<file path="src/rtl/assert_macros.svh">
// ---------------------------------------------------------------------------
// Assertion macros
// Clocked assertion wrappers that drop out of synthesis builds.
// ---------------------------------------------------------------------------
`ifndef ASSERT_MACROS_SVH
`define ASSERT_MACROS_SVH

`ifndef SYNTHESIS
// Checks that a condition holds at every clock edge outside reset.
`define ASSERT_ALWAYS(lbl, clk, rst_n, cond, msg) \
    lbl: assert property (@(posedge clk) disable iff (!(rst_n)) (cond)) else $error(msg);
// Checks that a condition holds in the cycle after a trigger.
`define ASSERT_NEXT(lbl, clk, rst_n, trig, cond, msg) \
    lbl: assert property (@(posedge clk) disable iff (!(rst_n)) (trig) |=> (cond)) \
        else $error(msg);
`else
`define ASSERT_ALWAYS(lbl, clk, rst_n, cond, msg)
`define ASSERT_NEXT(lbl, clk, rst_n, trig, cond, msg)
`endif

`endif

</file>
<file path="src/rtl/safs_pkg.sv">
// ---------------------------------------------------------------------------
// Slot allocator package
// Sizes, operation and status codes, sequencer types shared by the block.
// ---------------------------------------------------------------------------
`default_nettype none

package safs_pkg;

    // Pool size and derived widths.
    localparam int SLOTS  = 64;
    localparam int SLOT_W = (SLOTS > 1) ? $clog2(SLOTS) : 1;
    localparam int CNT_W  = $clog2(SLOTS + 1);

    // Fixed widths of the word fields.
    localparam int FUNC_W    = 2;
    localparam int IDX_W     = 6;
    localparam int STAT_W    = 2;
    localparam int GRANT_W   = 6;
    localparam int COUNT_W   = 7;
    localparam int S_DATA_W  = 8;
    localparam int M_DATA_W  = 24;

    // Operation codes.
    typedef enum logic [FUNC_W-1:0] {
        FN_ALLOC   = 2'd0,
        FN_FREE    = 2'd1,
        FN_CLEAR   = 2'd2,
        FN_REBUILD = 2'd3
    } func_t;

    // Result status codes.
    typedef enum logic [STAT_W-1:0] {
        STAT_OK       = 2'd0,
        STAT_FULL     = 2'd1,
        STAT_INACTIVE = 2'd2
    } status_t;

    // Sequencer states.
    typedef enum logic [2:0] {
        S_IDLE,
        S_POP,
        S_CHECK,
        S_SCAN,
        S_DONE
    } seq_state_t;

    // Status flags from the datapath to the sequencer.
    typedef struct packed {
        logic  accept;
        func_t func;
        logic  stack_empty;
        logic  scan_end;
        logic  out_room;
    } seq_in_t;

    // Phase controls from the sequencer to the datapath.
    typedef struct packed {
        logic in_ready;
        logic pop_phase;
        logic check_phase;
        logic scan_phase;
        logic emit;
    } seq_out_t;

endpackage

`default_nettype wire

</file>
<file path="src/rtl/safs_ram.sv">
// ---------------------------------------------------------------------------
// Generic RAM
// One write port and one read port with registered read data.
// ---------------------------------------------------------------------------
`default_nettype none

module safs_ram #(
    parameter int WIDTH = 8,
    parameter int DEPTH = 64
) (
    input  wire logic                     aclk,
    input  wire logic                     we,
    input  wire logic [$clog2(DEPTH)-1:0] waddr,
    input  wire logic [WIDTH-1:0]         wdata,
    input  wire logic [$clog2(DEPTH)-1:0] raddr,
    output logic      [WIDTH-1:0]         rdata
);

    logic [WIDTH-1:0] mem [DEPTH];

    // Write port and registered read port.
    always_ff @(posedge aclk) begin
        if (we) begin
            mem[waddr] <= wdata;
        end
        rdata <= mem[raddr];
    end

endmodule

`default_nettype wire

</file>
<file path="src/rtl/safs_seq.sv">
// ---------------------------------------------------------------------------
// Slot allocator sequencer
// Steps each operation through its read, scan and result phases.
// ---------------------------------------------------------------------------
`default_nettype none

module safs_seq (
    input  wire logic               aclk,
    input  wire logic               aresetn,
    input  wire safs_pkg::seq_in_t  seq_i,
    output safs_pkg::seq_out_t      seq_o
);

    safs_pkg::seq_state_t state_reg;
    safs_pkg::seq_state_t state_next;

    // State register.
    always_ff @(posedge aclk) begin
        if (!aresetn) begin
            state_reg <= safs_pkg::S_IDLE;
        end else begin
            state_reg <= state_next;
        end
    end

    // Next state.
    always_comb begin
        state_next = state_reg;
        case (state_reg)
            safs_pkg::S_IDLE: begin
                if (seq_i.accept) begin
                    if (seq_i.func == safs_pkg::FN_REBUILD) begin
                        state_next = safs_pkg::S_SCAN;
                    end else if (seq_i.func == safs_pkg::FN_FREE) begin
                        state_next = safs_pkg::S_CHECK;
                    end else if (seq_i.func == safs_pkg::FN_ALLOC &&
                                 !seq_i.stack_empty) begin
                        state_next = safs_pkg::S_POP;
                    end else begin
                        state_next = safs_pkg::S_DONE;
                    end
                end
            end
            safs_pkg::S_POP: begin
                state_next = safs_pkg::S_DONE;
            end
            safs_pkg::S_CHECK: begin
                state_next = safs_pkg::S_DONE;
            end
            safs_pkg::S_SCAN: begin
                if (seq_i.scan_end) begin
                    state_next = safs_pkg::S_DONE;
                end
            end
            safs_pkg::S_DONE: begin
                if (seq_i.out_room) begin
                    state_next = safs_pkg::S_IDLE;
                end
            end
            default: begin
                state_next = safs_pkg::S_IDLE;
            end
        endcase
    end

    // Phase outputs.
    always_comb begin
        seq_o = '0;
        case (state_reg)
            safs_pkg::S_IDLE:  seq_o.in_ready    = 1'b1;
            safs_pkg::S_POP:   seq_o.pop_phase   = 1'b1;
            safs_pkg::S_CHECK: seq_o.check_phase = 1'b1;
            safs_pkg::S_SCAN:  seq_o.scan_phase  = 1'b1;
            safs_pkg::S_DONE:  seq_o.emit        = seq_i.out_room;
            default:           seq_o = '0;
        endcase
    end

endmodule

`default_nettype wire

</file>
<file path="src/rtl/slot_allocator_free_stack.sv">
// Sequence: an allocate at the high-water mark and a clear go from acceptance straight to
// the result state; an allocate from the freed stack passes the pop state, a free the check
// state, and a rebuild the scan state, which reads one slot per cycle up to the mark. A new
// word is taken only in the idle state, once the previous reply is in the output register.
// Reset: aresetn low clears stack top, high-water mark, output valid and the sequencer at
// once; neither RAM is cleared, since only entries below the top and the mark are read.
// ---------------------------------------------------------------------------
// Slot allocator with freed-slot stack
// Allocates, frees, clears and rebuilds a free list over a fixed slot pool.
// ---------------------------------------------------------------------------
`default_nettype none

`include "assert_macros.svh"

module slot_allocator_free_stack (
    input  wire logic                              aclk,
    input  wire logic                              aresetn,
    input  wire logic                              s_tvalid,
    output logic                                   s_tready,
    // [1:0] func, [7:2] slot_index
    input  wire logic [safs_pkg::S_DATA_W-1:0]     s_tdata,
    output logic                                   m_tvalid,
    input  wire logic                              m_tready,
    // [1:0] status, [7:2] granted_slot, [14:8] freed_count, [21:15] high_water
    output logic      [safs_pkg::M_DATA_W-1:0]     m_tdata
);

    localparam int SW = safs_pkg::SLOT_W;
    localparam int CW = safs_pkg::CNT_W;

    safs_pkg::seq_in_t  seq_i;
    safs_pkg::seq_out_t seq_o;

    logic [CW-1:0]              top_reg, top_next;
    logic [CW-1:0]              wm_reg, wm_next;
    logic [CW-1:0]              scan_reg, scan_next;
    logic [SW-1:0]              slot_reg, slot_next;
    safs_pkg::status_t          status_reg, status_next;
    logic [SW-1:0]              granted_reg, granted_next;
    logic                       m_valid_reg, m_valid_next;
    logic [safs_pkg::M_DATA_W-1:0] m_data_reg, m_data_next;

    logic                       accept;
    logic                       pop_start;
    safs_pkg::func_t            in_func;
    logic [safs_pkg::IDX_W-1:0] in_idx;
    logic [SW-1:0]              in_slot;
    logic [CW-1:0]              top_dec;
    logic                       scan_end;
    logic                       slot_live;
    logic                       ram_we;
    logic [SW-1:0]              ram_waddr;
    logic [SW-1:0]              ram_wdata;
    logic [SW-1:0]              ram_rdata;
    logic                       act_we;
    logic [SW-1:0]              act_waddr;
    logic                       act_wdata;
    logic [SW-1:0]              act_raddr;
    logic                       act_rdata;

    // Input word fields.
    assign accept    = s_tvalid && s_tready;
    assign in_func   = safs_pkg::func_t'(s_tdata[1:0]);
    assign in_idx    = s_tdata[7:2];
    assign in_slot   = SW'(in_idx);
    assign top_dec   = top_reg - CW'(1);
    assign scan_end  = (scan_reg >= wm_reg);
    assign s_tready  = seq_o.in_ready;
    assign pop_start = accept && in_func == safs_pkg::FN_ALLOC && top_reg != '0;

    // A slot at or above the mark is inactive whatever its stored bit says.
    assign slot_live = (CW'(slot_reg) < wm_reg);

    // Sequencer.
    assign seq_i.accept      = accept;
    assign seq_i.func        = in_func;
    assign seq_i.stack_empty = (top_reg == '0);
    assign seq_i.scan_end    = scan_end;
    assign seq_i.out_room    = !m_valid_reg || m_tready;

    safs_seq u_seq (
        .aclk    (aclk),
        .aresetn (aresetn),
        .seq_i   (seq_i),
        .seq_o   (seq_o)
    );

    // Freed-slot stack storage.
    safs_ram #(
        .WIDTH (SW),
        .DEPTH (safs_pkg::SLOTS)
    ) u_stack (
        .aclk  (aclk),
        .we    (ram_we),
        .waddr (ram_waddr),
        .wdata (ram_wdata),
        .raddr (top_dec[SW-1:0]),
        .rdata (ram_rdata)
    );

    // Activity bits: the slot of a free is read as the word is taken, and the
    // scan reads one slot ahead so each bit arrives with its scan step.
    assign act_raddr = (seq_o.in_ready && in_func == safs_pkg::FN_FREE) ?
                       in_slot : scan_next[SW-1:0];

    safs_ram #(
        .WIDTH (1),
        .DEPTH (safs_pkg::SLOTS)
    ) u_active (
        .aclk  (aclk),
        .we    (act_we),
        .waddr (act_waddr),
        .wdata (act_wdata),
        .raddr (act_raddr),
        .rdata (act_rdata)
    );

    // Datapath: slot bookkeeping for each phase of an operation.
    always_comb begin
        top_next     = top_reg;
        wm_next      = wm_reg;
        scan_next    = scan_reg;
        slot_next    = slot_reg;
        status_next  = status_reg;
        granted_next = granted_reg;
        ram_we       = 1'b0;
        ram_waddr    = top_reg[SW-1:0];
        ram_wdata    = slot_reg;
        act_we       = 1'b0;
        act_waddr    = wm_reg[SW-1:0];
        act_wdata    = 1'b1;

        if (accept) begin
            status_next  = safs_pkg::STAT_OK;
            granted_next = '0;
            case (in_func)
                safs_pkg::FN_ALLOC: begin
                    // With a non-empty stack the pop finishes in the next phase.
                    if (top_reg == '0) begin
                        if (int'(wm_reg) < safs_pkg::SLOTS) begin
                            granted_next = wm_reg[SW-1:0];
                            act_we       = 1'b1;
                            wm_next      = wm_reg + CW'(1);
                        end else begin
                            status_next = safs_pkg::STAT_FULL;
                        end
                    end
                end
                safs_pkg::FN_FREE: begin
                    // The activity bit is checked in the next phase.
                    slot_next = in_slot;
                end
                safs_pkg::FN_CLEAR: begin
                    // Dropping the mark retires every slot at once.
                    wm_next  = '0;
                    top_next = '0;
                end
                safs_pkg::FN_REBUILD: begin
                    top_next  = '0;
                    scan_next = '0;
                end
                default: begin
                    status_next = safs_pkg::STAT_OK;
                end
            endcase
        end else if (seq_o.pop_phase) begin
            // Read data is the stack entry just below the top.
            granted_next = ram_rdata;
            act_we       = 1'b1;
            act_waddr    = ram_rdata;
            top_next     = top_dec;
        end else if (seq_o.check_phase) begin
            // Free an active slot and push it, otherwise report it inactive.
            if (slot_live && act_rdata) begin
                act_we    = 1'b1;
                act_waddr = slot_reg;
                act_wdata = 1'b0;
                if (int'(top_reg) < safs_pkg::SLOTS) begin
                    ram_we   = 1'b1;
                    top_next = top_reg + CW'(1);
                end
            end else begin
                status_next = safs_pkg::STAT_INACTIVE;
            end
        end else if (seq_o.scan_phase && !scan_end) begin
            // Push each inactive slot below the mark, one slot per cycle.
            ram_wdata = scan_reg[SW-1:0];
            if (!act_rdata && int'(top_reg) < safs_pkg::SLOTS) begin
                ram_we   = 1'b1;
                top_next = top_reg + CW'(1);
            end
            scan_next = scan_reg + CW'(1);
        end
    end

    // Output register.
    always_comb begin
        m_valid_next = m_valid_reg;
        m_data_next  = m_data_reg;
        if (seq_o.emit) begin
            m_valid_next = 1'b1;
            m_data_next  = '0;
            m_data_next[1:0]   = status_reg;
            m_data_next[7:2]   = safs_pkg::GRANT_W'(granted_reg);
            m_data_next[14:8]  = safs_pkg::COUNT_W'(top_reg);
            m_data_next[21:15] = safs_pkg::COUNT_W'(wm_reg);
        end else if (m_tready) begin
            m_valid_next = 1'b0;
        end
    end

    assign m_tvalid = m_valid_reg;
    assign m_tdata  = m_data_reg;

    // Control state with reset.
    always_ff @(posedge aclk) begin
        if (!aresetn) begin
            top_reg     <= '0;
            wm_reg      <= '0;
            m_valid_reg <= 1'b0;
        end else begin
            top_reg     <= top_next;
            wm_reg      <= wm_next;
            m_valid_reg <= m_valid_next;
        end
    end

    // Payload registers.
    always_ff @(posedge aclk) begin
        scan_reg    <= scan_next;
        slot_reg    <= slot_next;
        status_reg  <= status_next;
        granted_reg <= granted_next;
        m_data_reg  <= m_data_next;
    end

    // Freed entries are distinct slots below the mark, so the stack top never passes the mark.
    `ASSERT_ALWAYS(a_top_le_mark, aclk, aresetn, top_reg <= wm_reg, "stack above mark")
    // The mark never passes the pool size.
    `ASSERT_ALWAYS(a_mark_le_slots, aclk, aresetn, int'(wm_reg) <= safs_pkg::SLOTS, "mark overflow")
    // An allocate with a non-empty stack goes through the pop phase.
    `ASSERT_NEXT(a_alloc_pop, aclk, aresetn, pop_start, seq_o.pop_phase, "pop phase missed")

endmodule

`default_nettype wire

</file>
<file path="config.mk">
export PLATFORM = sky130hd
export DESIGN_NAME = slot_allocator_free_stack
export DESIGN_NICKNAME = d
export VERILOG_FILES = /design/src/rtl/safs_pkg.sv /design/src/rtl/safs_ram.sv /design/src/rtl/safs_seq.sv /design/src/rtl/slot_allocator_free_stack.sv
export VERILOG_INCLUDE_DIRS = /design/src /design/src/rtl
export SDC_FILE = /design/constraint.sdc
export NUM_CORES = 1
export LEC_CHECK = 0
export BUFFER_PORTS_ARGS = -buffer_cell sky130_fd_sc_hd__buf_2
export CAP_MARGIN = 20
export CORE_MARGIN = 1.5
export CORE_UTILIZATION = 35
export DETAILED_ROUTE_END_ITERATION = 10
export GPL_ROUTABILITY_DRIVEN = 1
export GPL_TIMING_DRIVEN = 0
export MAX_ROUTING_LAYER = met4
export PLACE_DENSITY = 0.57
export SYNTH_ARGS = -nofsm -noshare
export SYNTH_HDL_FRONTEND = slang
export SYNTH_SLANG_ARGS = --single-unit
</file>
<file path="constraint.sdc">
create_clock -name aclk -period 7.8 [get_ports aclk]
set_clock_uncertainty 0.1 [all_clocks]
set_input_delay 0.39 -clock aclk [delete_from_list [all_inputs] [get_ports aclk]]
set_output_delay 0.39 -clock aclk [all_outputs]
set_load 0.01 [all_outputs]
</file>
==> impl_metrics.toml <==
[logic_synthesis]
async_flop_share = 0
synth_cell_types = 82
syn-instance-count = 1202
synth_sequential_area_ratio = 0.707
post_synth_most_frequent_cells = "edfxtp_1, nor2_1, mux4_2"
yosysWarnings = 0
synth_top_cell_area_share = 0.678
syn_area_um2 = 21500
ys.flop_type = "edfxtp_1"
synth_top_area_cell = "edfxtp_1"
synth_top_cells_by_area = "edfxtp_1, mux4_2, dfxtp_1"
synth-edff-count = 485
most_repeated_cell_in_the_gate_level_netlist_after_synthesis = "edfxtp_1"
postSynthRegisterBits = 516
post_syn_area_per_cell_um2 = 17.9

[layout]
fin_util = 0.409
drive_gt1_frac = 0.227
num-fill-cells = 5364
layout.nets = 1338
area_growth_syn_to_layout_pct = 15.0
final_cells = 2134
number_of_flip_flops_in_the_largest_register = 384
largest_register = "u_stack.mem"
antenna_cells = 0

[timing]
slew_violations = 0
max_slew.worst_pin.slew_ps = 1080
timing.final.crit_period_ps = 5790
final_critical_path_share_of_the_clock_period = 0.742
slew_headroom = 0.280
sum_neg_setup_slack_ps = 0
finalSetupViolations = 0
achievable_frequency_mhz = 173
final-hold-violation-count = 0
setup_repair_after_global_routing_missed_its_margin = "no"

[grt]
grt_first_pass_wirelength_um = 75700
grt.overflow.total = 0
grt_antenna_before_repair = 0
grt_start_max_net_pins = 65
grt_usage = 0.167
grt_pass1_vias = 11700

[critical_path]
criticalPathCategory = "flop to flop"
largest_stage_delay_on_the_critical_path_ps = 640
end_kind = "flop"
cp_data_arrival_time_ps = 6130
critPathRequiredTime_ps = 8150
timing.critical_path.fanout_max = 10
crit_chain = "clkbuf_1 > clkbuf_1 > inv_1 > ha_1 > clkbuf_1 > clkbuf_1 > clkbuf_1 > mux4_2 > mux4_2 > mux4_2"
crit_path_start_kind = "flop"
top_family_by_delay_on_critical_path = "buffers and inverters"
path_buf_inv = 6
crit_top_cell = "clkbuf_1"
critical-path-slowest-cell = "clkbuf_1"

[cts]
root_buffer = "clkbuf_16"
cts-root-to-sink-buffers = 3
post_cts_buffers = 0
insertion_delay_to_the_later_sink_of_the_worst_skew_pair_ps = 600
tritoncts = "done"
tritoncts.num_buffers = 53
cts.reportedPaths.clkPinSlew_ps = 70
htree_num_levels = 2
cts_num_sinks = 516

[detailed_routing]
routed_wl_um = 50400
detailroute.via_count = 11300
drc_errors = 0
drtIter0Drc = 844
vias_per_cell = 5.31
drt.antenna.violating_nets = 0
drt_pre_antenna_iters = 5
post_drt_wl_per_cell_um = 23.6

[place]
gp_routability_congestion = 0.827
port-buffer-count = 35
dpl.hpwl_um = 34300
placed_cells_incl_taps = 2027

[worst_hold_path]
min_path_type = "input port to flop"

[floorplanning]
dieArea_um2 = 62900
std_cell_rows = 90
fp.dieW_um = 251
chipHeight_um = 251
initial_core_util = 0.355
design.core.area_um2 = 60500
io_pins = 38

[outcome]
outcome = "finished, final reports clean"

[job]
drv_cap = 0

[pwr]
powerDensity_nw_per_um2 = 271
leakagePower_nw = 7.59
ir_worst_vdd_uv = 153
[path summary, 6_finish.rpt]
check	startpoint	endpoint	slack, ps	cells past startpoint
worst min register to register	status_reg[1]	m_tdata[1]	320	0
worst min-delay path	aresetn	top_reg[0]	30	2
worst max-delay path	top_reg[0]	u_stack.rdata[2]	2010	10
worst max register to register	top_reg[0]	u_stack.rdata[2]	2010	10
[cell type report]
class	count	area [um^2]	share of cell area
plain buffers	56	265	0.0107
clock buffers	60	1370	0.0556
clock inverters	37	409	0.0166
inverters	20	75.1	0.00304
multi-input cells	611	5990	0.242
flip-flops and latches	516	15200	0.615
well taps	782	978	0.0396
repair buffers	52	427	0.0173
[cells in the final DEF (no fill, tap or decap), types with 5 or more instances in the layout]
cell	n
a211oi_1	7
a21o_1	6
a21oi_1	6
a22o_1	7
and2_1	8
and3_1	8
buf_1	12
buf_12	6
buf_2	37
buf_6	6
bufinv_16	8
clkbuf_1	39
clkbuf_16	54
clkinv_1	16
clkinv_2	6
dfxtp_1	31
dlygate4sd3_1	6
edfxtp_1	485
ha_1	16
inv_1	19
mux2_2	8
mux2i_1	28
mux4_2	127
nand2_1	69
nand2_2	5
nand2b_1	5
nand3_1	28
nor2_1	132
nor2b_1	6
nor3_1	12
nor4_1	12
o211ai_1	7
o21ai_0	10
or3_1	8
xnor2_1	8
[repair_timing]
| item | CTS | global route |
|---|---|---|
| hold buffers | 6 | 0 |
| hold endpoints to repair | 6 | 0 |
| gates resized for setup | 0 | 0 |
[stage by stage]
stage	worst slack (ps)	area [um^2]	hold WS, ps	power, mW
after CTS	1940	24600	15.6	6.73
final	2010	24700	34.5	6.69
after floorplan	2710	21500	300	3.79
after global placement	-1160	22600	304	4.13
after global routing	1830	24700	25.4	6.90
after detailed placement	2020	22800	306	4.14
[cell families after synthesis]
family / after synthesis / share of synthesized area
flip-flops: 516 / 0.707
AND/OR/NAND/NOR: 315 / 0.0690
multiplexers: 165 / 0.152
AO/OA/AOI/OAI: 104 / 0.0429
buffers and inverters: 76 / 0.0158
adder cells (fa/ha/maj): 16 / 0.00932
XOR/XNOR: 9 / 0.00367
other: 1 / 0.000175
[where the power goes]
group,switching (mW),internal [mW]
clock,1.07,1.53
sequential,0.0402,3.07
combinational,0.548,0.431
[per-layer routing]
| layer | part of all wire | global-route usage |
|---|---|---|
| met1 | 0.44 | 0.222 |
| met3 | 0.052 | 0.0276 |
| met4 | 0.023 | 0.0459 |
| met5 | 0 | - |
| met2 | 0.49 | 0.267 |
Note: power is estimated with default switching activity, not from simulation.
